**src/rtl/neighbour_id_dedup_table_top_macros.svh**
```systemverilog
// assertion macros for the neighbour id dedup table
// no dependencies; included by the files that carry assertions
`ifndef NEIGHBOUR_ID_DEDUP_TABLE_TOP_MACROS_SVH
`define NEIGHBOUR_ID_DEDUP_TABLE_TOP_MACROS_SVH
`ifndef ASSERT_OFF
`define NDT_ASSERT(lbl, clk, rst_n, prop, msg) \
    lbl: assert property (@(posedge clk) disable iff (!rst_n) prop) else $error(msg);
`define NDT_ASSERT_NR(lbl, clk, prop, msg) \
    lbl: assert property (@(posedge clk) prop) else $error(msg);
`else
`define NDT_ASSERT(lbl, clk, rst_n, prop, msg)
`define NDT_ASSERT_NR(lbl, clk, prop, msg)
`endif
`endif

```
**src/rtl/ndt_pkg.sv**
```systemverilog
// shared types and constants for the neighbour id dedup table
// no dependencies
package ndt_pkg;

    localparam int ID_W        = 16;
    localparam int BATCH_W     = 16;
    localparam int MAX_RESULTS = 16;
    localparam int N_W         = $clog2(MAX_RESULTS + 1);

    typedef enum logic [1:0] {
        KIND_STATUS = 2'd0,
        KIND_ID     = 2'd1,
        KIND_NONE   = 2'd2
    } kind_t;

    typedef enum logic [1:0] {
        ST_ADDED = 2'd0,
        ST_SEEN  = 2'd1,
        ST_FULL  = 2'd2
    } status_t;

    typedef enum logic [2:0] {
        S_IDLE,
        S_OBS_RD,
        S_OBS_CMP,
        S_OBS_END,
        S_DR_SCAN,
        S_DR_GOT,
        S_DR_END
    } state_t;

    typedef struct packed {
        kind_t              kind;
        status_t            status;
        logic [ID_W-1:0]    id;
        logic [BATCH_W-1:0] batch;
        logic               last;
    } res_word_t;

endpackage

```
**src/rtl/ndt_if.sv**
```systemverilog
// valid/ready channel interfaces for request and result words
// no dependencies
interface ndt_req_if;
    logic        valid;
    logic        ready;
    logic        req_type;
    logic [15:0] neighbour_id;

    modport source (output valid, output req_type, output neighbour_id, input ready);
    modport sink (input valid, input req_type, input neighbour_id, output ready);
endinterface

interface ndt_res_if;
    logic        valid;
    logic        ready;
    logic [1:0]  result_kind;
    logic [1:0]  observe_status;
    logic [15:0] reported_id;
    logic [15:0] batch_number;
    logic        last;

    modport source (
        output valid, output result_kind, output observe_status,
        output reported_id, output batch_number, output last, input ready
    );
    modport sink (
        input valid, input result_kind, input observe_status,
        input reported_id, input batch_number, input last, output ready
    );
endinterface

```
**src/rtl/ndt_out_stage.sv**
```systemverilog
// output register holding one result word toward the result channel
// depends on ndt_pkg, ndt_if and the assertion macro header
`include "neighbour_id_dedup_table_top_macros.svh"

module ndt_out_stage
    import ndt_pkg::*;
(
    input  logic      clk,
    input  logic      rst_n,
    input  logic      load,
    input  res_word_t word,
    output logic      free,
    ndt_res_if.source res
);

    logic      valid_reg;
    logic      valid_next;
    res_word_t word_reg;

    assign free = !valid_reg || res.ready;

    always_comb
    begin
        if (load)
        begin
            valid_next = 1'b1;
        end
        else
        begin
            valid_next = valid_reg && !res.ready;
        end
    end

    always_ff @(posedge clk or negedge rst_n)
    begin
        if (!rst_n)
        begin
            valid_reg <= 1'b0;
        end
        else
        begin
            valid_reg <= valid_next;
        end
    end

    always_ff @(posedge clk)
    begin
        if (load)
        begin
            word_reg <= word;
        end
    end

    assign res.valid          = valid_reg;
    assign res.result_kind    = word_reg.kind;
    assign res.observe_status = word_reg.status;
    assign res.reported_id    = word_reg.id;
    assign res.batch_number   = word_reg.batch;
    assign res.last           = word_reg.last;

    `NDT_ASSERT_NR(a_rst_clear, clk, !rst_n |=> !valid_reg, "output valid not cleared by reset")
    `NDT_ASSERT(a_load_free, clk, rst_n, load |-> free, "word loaded over an unsent word")
    `NDT_ASSERT(a_load_shown, clk, rst_n, load |=> valid_reg, "loaded word not presented")

endmodule

```
**src/rtl/neighbour_id_dedup_table_top.sv**
```systemverilog
// neighbour id dedup table: request channel in, result channel out
// an observe adds a new id or reports seen/full; a drain emits up to MAX_RESULTS unreported ids, or a none word
// channels: req (req_type, neighbour_id) and res (result_kind, observe_status,
// reported_id, batch_number, last), valid/ready, a word moves when both are high
// one request is handled at a time; req.ready is high only while the sequencer idles
// a single compare unit walks the table one slot per step through the registered
// read port of the id store:
//   observe: reads and compares each filled slot in turn, then gives its one result
//   drain:   scans the reported flags and reads each unreported slot, words leave as found
// the result register lets the next request be taken while a result word waits
// when a word is due and the result register is not free, the sequencer holds where it is until the register frees
// reset clears the fill count, the reported flags, the batch counter and the
// channel valids; the id store needs no clearing since only filled slots are read
// last marks the final result word of each request
`include "neighbour_id_dedup_table_top_macros.svh"

module neighbour_id_dedup_table_top
    import ndt_pkg::*;
#(
    parameter int TABLE_DEPTH = 16
)
(
    input  logic      clk,
    input  logic      rst_n,
    ndt_req_if.sink   req,
    ndt_res_if.source res
);

    localparam int IDX_W = $clog2(TABLE_DEPTH);
    localparam int CNT_W = $clog2(TABLE_DEPTH + 1);

    state_t             state_reg;
    state_t             state_next;
    logic [CNT_W-1:0]   idx_reg;
    logic [CNT_W-1:0]   idx_next;
    logic [CNT_W-1:0]   fill_count_reg;
    logic [CNT_W-1:0]   fill_count_next;
    logic [BATCH_W-1:0] batch_counter_reg;
    logic [BATCH_W-1:0] batch_counter_next;
    logic [N_W-1:0]     n_reg;
    logic [N_W-1:0]     n_next;
    logic               pend_valid_reg;
    logic               pend_valid_next;
    logic [ID_W-1:0]    pend_id_reg;
    logic [ID_W-1:0]    pend_id_next;
    logic [ID_W-1:0]    nid_reg;
    logic [ID_W-1:0]    nid_next;
    logic               flag_reg [TABLE_DEPTH];
    logic               flag_set;

    logic [ID_W-1:0]    id_mem [TABLE_DEPTH];
    logic [ID_W-1:0]    rdata_reg;
    logic               mem_re;
    logic               mem_we;

    logic               out_load;
    logic               out_free;
    res_word_t          out_word;

    logic               hit;
    logic               at_end;
    logic               scan_done;
    logic               cur_flag;

    assign hit       = rdata_reg == nid_reg;
    assign at_end    = idx_reg == fill_count_reg;
    assign scan_done = at_end || (n_reg == N_W'(MAX_RESULTS));
    assign cur_flag  = flag_reg[idx_reg[IDX_W-1:0]];

    // next state
    always_comb
    begin
        state_next = state_reg;
        case (state_reg)
            S_IDLE:
            begin
                if (req.valid)
                begin
                    state_next = req.req_type ? S_DR_SCAN : S_OBS_RD;
                end
            end
            S_OBS_RD:
            begin
                state_next = at_end ? S_OBS_END : S_OBS_CMP;
            end
            S_OBS_CMP:
            begin
                if (!hit)
                begin
                    state_next = S_OBS_RD;
                end
                else if (out_free)
                begin
                    state_next = S_IDLE;
                end
            end
            S_OBS_END:
            begin
                if (out_free)
                begin
                    state_next = S_IDLE;
                end
            end
            S_DR_SCAN:
            begin
                if (scan_done)
                begin
                    state_next = S_DR_END;
                end
                else if (!cur_flag)
                begin
                    state_next = S_DR_GOT;
                end
            end
            S_DR_GOT:
            begin
                if (!pend_valid_reg || out_free)
                begin
                    state_next = S_DR_SCAN;
                end
            end
            S_DR_END:
            begin
                if (out_free)
                begin
                    state_next = S_IDLE;
                end
            end
            default:
            begin
                state_next = S_IDLE;
            end
        endcase
    end

    // outputs and datapath
    always_comb
    begin
        req.ready          = 1'b0;
        mem_re             = 1'b0;
        mem_we             = 1'b0;
        flag_set           = 1'b0;
        out_load           = 1'b0;
        out_word           = '0;
        idx_next           = idx_reg;
        fill_count_next    = fill_count_reg;
        batch_counter_next = batch_counter_reg;
        n_next             = n_reg;
        pend_valid_next    = pend_valid_reg;
        pend_id_next       = pend_id_reg;
        nid_next           = nid_reg;
        case (state_reg)
            S_IDLE:
            begin
                req.ready = 1'b1;
                if (req.valid)
                begin
                    nid_next        = req.neighbour_id;
                    idx_next        = '0;
                    n_next          = '0;
                    pend_valid_next = 1'b0;
                end
            end
            S_OBS_RD:
            begin
                mem_re = !at_end;
            end
            S_OBS_CMP:
            begin
                if (!hit)
                begin
                    idx_next = idx_reg + 1'b1;
                end
                else if (out_free)
                begin
                    out_load        = 1'b1;
                    out_word.kind   = KIND_STATUS;
                    out_word.status = ST_SEEN;
                    out_word.last   = 1'b1;
                end
            end
            S_OBS_END:
            begin
                if (out_free)
                begin
                    out_load        = 1'b1;
                    out_word.kind   = KIND_STATUS;
                    out_word.last   = 1'b1;
                    if (fill_count_reg == CNT_W'(TABLE_DEPTH))
                    begin
                        out_word.status = ST_FULL;
                    end
                    else
                    begin
                        out_word.status = ST_ADDED;
                        mem_we          = 1'b1;
                        fill_count_next = fill_count_reg + 1'b1;
                    end
                end
            end
            S_DR_SCAN:
            begin
                if (!scan_done)
                begin
                    if (!cur_flag)
                    begin
                        mem_re = 1'b1;
                    end
                    else
                    begin
                        idx_next = idx_reg + 1'b1;
                    end
                end
            end
            S_DR_GOT:
            begin
                if (!pend_valid_reg || out_free)
                begin
                    if (pend_valid_reg)
                    begin
                        out_load       = 1'b1;
                        out_word.kind  = KIND_ID;
                        out_word.id    = pend_id_reg;
                        out_word.batch = batch_counter_reg;
                    end
                    if (n_reg == '0)
                    begin
                        batch_counter_next = batch_counter_reg + 1'b1;
                    end
                    pend_valid_next = 1'b1;
                    pend_id_next    = rdata_reg;
                    flag_set        = 1'b1;
                    n_next          = n_reg + 1'b1;
                    idx_next        = idx_reg + 1'b1;
                end
            end
            S_DR_END:
            begin
                if (out_free)
                begin
                    out_load       = 1'b1;
                    out_word.batch = batch_counter_reg;
                    out_word.last  = 1'b1;
                    if (pend_valid_reg)
                    begin
                        out_word.kind = KIND_ID;
                        out_word.id   = pend_id_reg;
                    end
                    else
                    begin
                        out_word.kind = KIND_NONE;
                    end
                    pend_valid_next = 1'b0;
                end
            end
            default:
            begin
                idx_next = '0;
            end
        endcase
    end

    always_ff @(posedge clk or negedge rst_n)
    begin
        if (!rst_n)
        begin
            state_reg         <= S_IDLE;
            idx_reg           <= '0;
            fill_count_reg    <= '0;
            batch_counter_reg <= '0;
            n_reg             <= '0;
            pend_valid_reg    <= 1'b0;
        end
        else
        begin
            state_reg         <= state_next;
            idx_reg           <= idx_next;
            fill_count_reg    <= fill_count_next;
            batch_counter_reg <= batch_counter_next;
            n_reg             <= n_next;
            pend_valid_reg    <= pend_valid_next;
        end
    end

    always_ff @(posedge clk)
    begin
        pend_id_reg <= pend_id_next;
        nid_reg     <= nid_next;
    end

    // reported flags, one per slot
    always_ff @(posedge clk or negedge rst_n)
    begin
        if (!rst_n)
        begin
            for (int i = 0; i < TABLE_DEPTH; i++)
            begin
                flag_reg[i] <= 1'b0;
            end
        end
        else if (flag_set)
        begin
            flag_reg[idx_reg[IDX_W-1:0]] <= 1'b1;
        end
    end

    // id store, one write and one registered read port
    always_ff @(posedge clk)
    begin
        if (mem_we)
        begin
            id_mem[fill_count_reg[IDX_W-1:0]] <= nid_reg;
        end
        if (mem_re)
        begin
            rdata_reg <= id_mem[idx_reg[IDX_W-1:0]];
        end
    end

    ndt_out_stage u_out_stage (
        .clk   (clk),
        .rst_n (rst_n),
        .load  (out_load),
        .word  (out_word),
        .free  (out_free),
        .res   (res)
    );

    `NDT_ASSERT(a_fill_bound, clk, rst_n, fill_count_reg <= CNT_W'(TABLE_DEPTH), "fill count beyond table depth")
    `NDT_ASSERT(a_fill_step, clk, rst_n, 1'b1 |=> (fill_count_reg == $past(fill_count_reg) || fill_count_reg == $past(fill_count_reg) + 1'b1), "fill count moved by more than one")
    `NDT_ASSERT(a_batch_only_drain, clk, rst_n, state_reg != S_DR_GOT |=> $stable(batch_counter_reg), "batch counter changed outside a drain")

endmodule

```
**src/flat_wrapper.sv**
```systemverilog
// flat-port wrapper written by rule: the top's interface ports become plain ports
module neighbour_id_dedup_table_top_flat import ndt_pkg::*;
#(
    parameter int TABLE_DEPTH = 16
)
  (clk, rst_n, req_valid, req_req_type, req_neighbour_id, req_ready, res_valid, res_result_kind, res_observe_status, res_reported_id, res_batch_number, res_last, res_ready);
  ndt_req_if req_i ();
  ndt_res_if res_i ();
  input  logic clk;
  input  logic rst_n;
  input wire logic [$bits(req_i.valid)-1:0] req_valid;
  input wire logic [$bits(req_i.req_type)-1:0] req_req_type;
  input wire logic [$bits(req_i.neighbour_id)-1:0] req_neighbour_id;
  output wire logic [$bits(req_i.ready)-1:0] req_ready;
  output wire logic [$bits(res_i.valid)-1:0] res_valid;
  output wire logic [$bits(res_i.result_kind)-1:0] res_result_kind;
  output wire logic [$bits(res_i.observe_status)-1:0] res_observe_status;
  output wire logic [$bits(res_i.reported_id)-1:0] res_reported_id;
  output wire logic [$bits(res_i.batch_number)-1:0] res_batch_number;
  output wire logic [$bits(res_i.last)-1:0] res_last;
  input wire logic [$bits(res_i.ready)-1:0] res_ready;
  assign req_i.valid = req_valid;
  assign req_i.req_type = req_req_type;
  assign req_i.neighbour_id = req_neighbour_id;
  assign req_ready = req_i.ready;
  assign res_valid = res_i.valid;
  assign res_result_kind = res_i.result_kind;
  assign res_observe_status = res_i.observe_status;
  assign res_reported_id = res_i.reported_id;
  assign res_batch_number = res_i.batch_number;
  assign res_last = res_i.last;
  assign res_i.ready = res_ready;
  neighbour_id_dedup_table_top #(.TABLE_DEPTH(TABLE_DEPTH)) u_core (.clk(clk), .rst_n(rst_n), .req(req_i), .res(res_i));
endmodule
```
**config.mk**
```make
export PLATFORM = sky130hd
export DESIGN_NAME = neighbour_id_dedup_table_top_flat
export DESIGN_NICKNAME = d
export VERILOG_FILES = /design/src/rtl/ndt_pkg.sv /design/src/rtl/ndt_if.sv /design/src/rtl/ndt_out_stage.sv /design/src/rtl/neighbour_id_dedup_table_top.sv /design/src/flat_wrapper.sv
export VERILOG_INCLUDE_DIRS = /design/src /design/src/rtl
export SDC_FILE = /design/constraint.sdc
export NUM_CORES = 1
export LEC_CHECK = 0
export ABC_CLOCK_PERIOD_IN_PS = 4900
export BUFFER_PORTS_ARGS = -buffer_cell sky130_fd_sc_hd__buf_2
export CAP_MARGIN = 20
export CORE_ASPECT_RATIO = 0.5
export CORE_MARGIN = 4
export CORE_UTILIZATION = 40
export CTS_CLUSTER_SIZE = 40
export DETAILED_ROUTE_END_ITERATION = 12
export REMOVE_ABC_BUFFERS = 1
export SYNTH_ARGS = -nofsm -noshare
export SYNTH_HDL_FRONTEND = slang
export SYNTH_SLANG_ARGS = --single-unit
```
**constraint.sdc**
```tcl
create_clock -name clk -period 4.9 [get_ports clk]
set_input_delay 0.49 -clock clk [delete_from_list [all_inputs] [get_ports clk]]
set_output_delay 0.49 -clock clk [all_outputs]
set_load 0.01 [all_outputs]
```
==> results.cfg <==
[final_layout]
drive_above_1_share = 0.277
nFillCells = 3161
fin_util = 0.470
insertedDiodeCount = 0
final_nets = 919
stdcell_count = 1431
final_common_cell = edfxtp_1
area_growth_pct = 15.1
largest_register_ffs = 256
final_cell_mix = edfxtp_1, mux4_2, buf_2

[clock_network]
clk-insertion-delay-late_ns = 0.53
htree_levels = 2
cts_hold_buf = 0
root_buffer = clkbuf_16
cts.clk_slew.worst_paths_ns = 0.06
cts_tree = done
clockBufferDepth = 3
cts_sinks = 393
cts_resized = 0
numCtsBuffers = 37
cts_post_setup_buffers_inserted = 0

[timing]
period_share = 0.769
slew_headroom = 0.245
setup_violations = 0
setup_tns_ns = 0
timing.final.crit_period_ns = 3.77
rsz0062_at_grt = no
tightest_slew_ns = 1.12
fmax_mhz = 265
finalMaxSlewViolations = 0
timing.hold.ws_ns = 0.0900
hold_violations = 0
clock_skew_ns = 0.0145

[global_routing]
antenna_found_initial = 0
grt_pass1_wl_um = 49000
grt_pass1_vias = 7765
grt_max_degree = 53
grt-ovfl-total = 0
grt_usage = 0.155

[route]
drtIter0Drc = 666
first_pass_iters = 5
num_vias = 7492
route.detailed.drc = 0
vias_per_cell = 5.24
ant_nets = 0
drt-wirelength-per-cell_um = 22.2
routed_wl_um = 31800

[setup_path]
crit_path_end_kind = flip-flop
rr_worst_depth = 7
crit_family = simple AND/OR/NAND/NOR gates
critPathRequiredTime_ns = 5.09
crit_fanout = 20
crit_slowest_cell = nor4_1
crit_chain = xnor2_1, nand4_1, nor4_1, nor2_1, o22a_1, nor2_4, buf_4
path_class = reg2reg
cpPeakStageDelay_ns = 0.98
crit_arrival_ns = 3.96
worstSetupStartpointType = flip-flop
path_buf_inv = 1
r2r-end = u_core.u_out_stage.res.reported_id[8]
r2r_setup_slack_ns = 1.13
r2r_start = u_core.nid_reg[3]

[placed_design]
io_buffers = 59
dp.cells = 1365
gp_congestion = 0.772
dp_hpwl_um = 19700

[floorplan]
die_area_mm2 = 0.0419
start_util = 0.409
die_y_um = 147
die_w_um = 285
std_cell_rows = 50
design.portCount = 60
core_mm2 = 0.0377

[power]
total_power_mw = 8.60
powerDensity_mw_per_mm2 = 485
ir_drop_v = 0.000221
leakage_nw = 6.07

[synth]
syn_inst = 784
netlist_area_mm2 = 0.0154
synth_seq_cells = 393
synthArstFlopShare = 0.132
syn_area_per_cell_um2 = 19.6
synth_warnings = 0
synth_edf_count = 341
synth_flop_cell = edfxtp_1
ys_seq_area_frac = 0.750
yosysUniqueCellTypes = 49

[run]
maxCapViolations = 0

[outcome]
status = finished clean

[hold_path]
hold_class = in2async
==> metal layers <==
layer  wire [um]  vias to the layer above  share of wire  GRT usage
li1            -                     3317              -          -
met1       14400                     3934           0.45      0.226
met4         458                        0          0.014     0.0324
met5           0                        -              0          0
met3        1990                       41          0.062     0.0312
met2       15000                      200           0.47      0.247
==> cells by family (layout without fill, tap and decap cells) <==
kind of cell / after synthesis / count (layout) / synth area share
buffers and inverters: 45 / 172 / 0.0115
flip-flops: 393 / 393 / 0.750
multiplexers: 92 / 92 / 0.128
adder cells (fa/ha/maj): 11 / 11 / 0.00894
AND/OR/NAND/NOR: 151 / 151 / 0.0531
XOR/XNOR: 44 / 44 / 0.0255
AO/OA/AOI/OAI: 48 / 48 / 0.0229
==> worst reg2reg max path, stage by stage, from the launching register on <==
cell,delay (ns)
edfxtp_1,0.63
xnor2_1,0.30
nand4_1,0.18
nor4_1,0.98
nor2_1,0.14
o22a_1,0.30
nor2_4,0.49
buf_4,0.41
==> synth_stat cells (2+ instances only) <==
cell,number,area share
nor3b_1,3,0.0015
inv_1,12,0.0029
and3_1,5,0.0020
nand2b_1,5,0.0020
a21oi_1,5,0.0016
nor2b_1,6,0.0024
or3_1,3,0.0012
xnor2_1,30,0.017
mux2i_1,5,0.0033
xor2_1,13,0.0074
buf_2,7,0.0023
nand4_1,9,0.0037
mux2_2,2,0.0015
buf_1,6,0.0015
dfrtp_1,52,0.085
nor3_1,16,0.0052
nand3_1,10,0.0033
and2_1,33,0.013
nor2_1,31,0.0076
o21ai_1,3,0.00098
mux4_2,84,0.12
edfxtp_1,341,0.67
clkbuf_1,19,0.0046
o21ai_0,5,0.0016
o22ai_1,2,0.00081
a31oi_1,2,0.00081
ha_1,11,0.0089
a21o_1,18,0.0088
o41ai_1,4,0.0023
nand2_1,23,0.0056
==> where the power goes <==
part / leakage [nW] / switching (mW) / internal (mW) / total, mW
combinational: 1.77 / 0.819 / 0.706 / 1.52
clock: 0.528 / 1.15 / 1.46 / 2.61
sequential: 3.78 / 0.355 / 4.11 / 4.47
total: 6.07 / 2.32 / 6.28 / 8.60
==> worst max-delay path by stage <==
stage	startpoint	to	slack, ns	cells past startpoint
after floorplan	u_core.idx_reg[0]	u_core.rdata_reg[0]	-0.63	6
after global placement	u_core.state_reg[1]	u_core.id_mem[15][3]	1.25	4
after detailed placement	u_core.nid_reg[3]	u_core.u_out_stage.res.reported_id[3]	1.14	7
after CTS	u_core.nid_reg[3]	u_core.u_out_stage.res.reported_id[8]	1.12	7
after global routing	u_core.nid_reg[3]	u_core.u_out_stage.res.reported_id[13]	0.88	7
final	u_core.nid_reg[3]	u_core.u_out_stage.res.reported_id[8]	1.13	7
==> through the flow <==
stage	instance area, um2	worst slack (ns)
after floorplan	15300	-0.629
after global placement	16500	1.25
after detailed placement	16600	1.14
after CTS	17700	1.12
after global routing	17700	0.883
final	17700	1.13
==> layout make-up <==
class                           count  area [um2]  area share
Inverter                           13        48.8     0.00276
Clock inverter                     13        91.3     0.00516
Clock buffer                       50         985      0.0556
Multi-Input combinational cell    346        3730       0.211
Timing Repair Buffer               96         659      0.0372
Tap cell                          520         651      0.0367
Sequential cell                   393       11500       0.652
No activity file was read; power rests on OpenSTA's default activity.
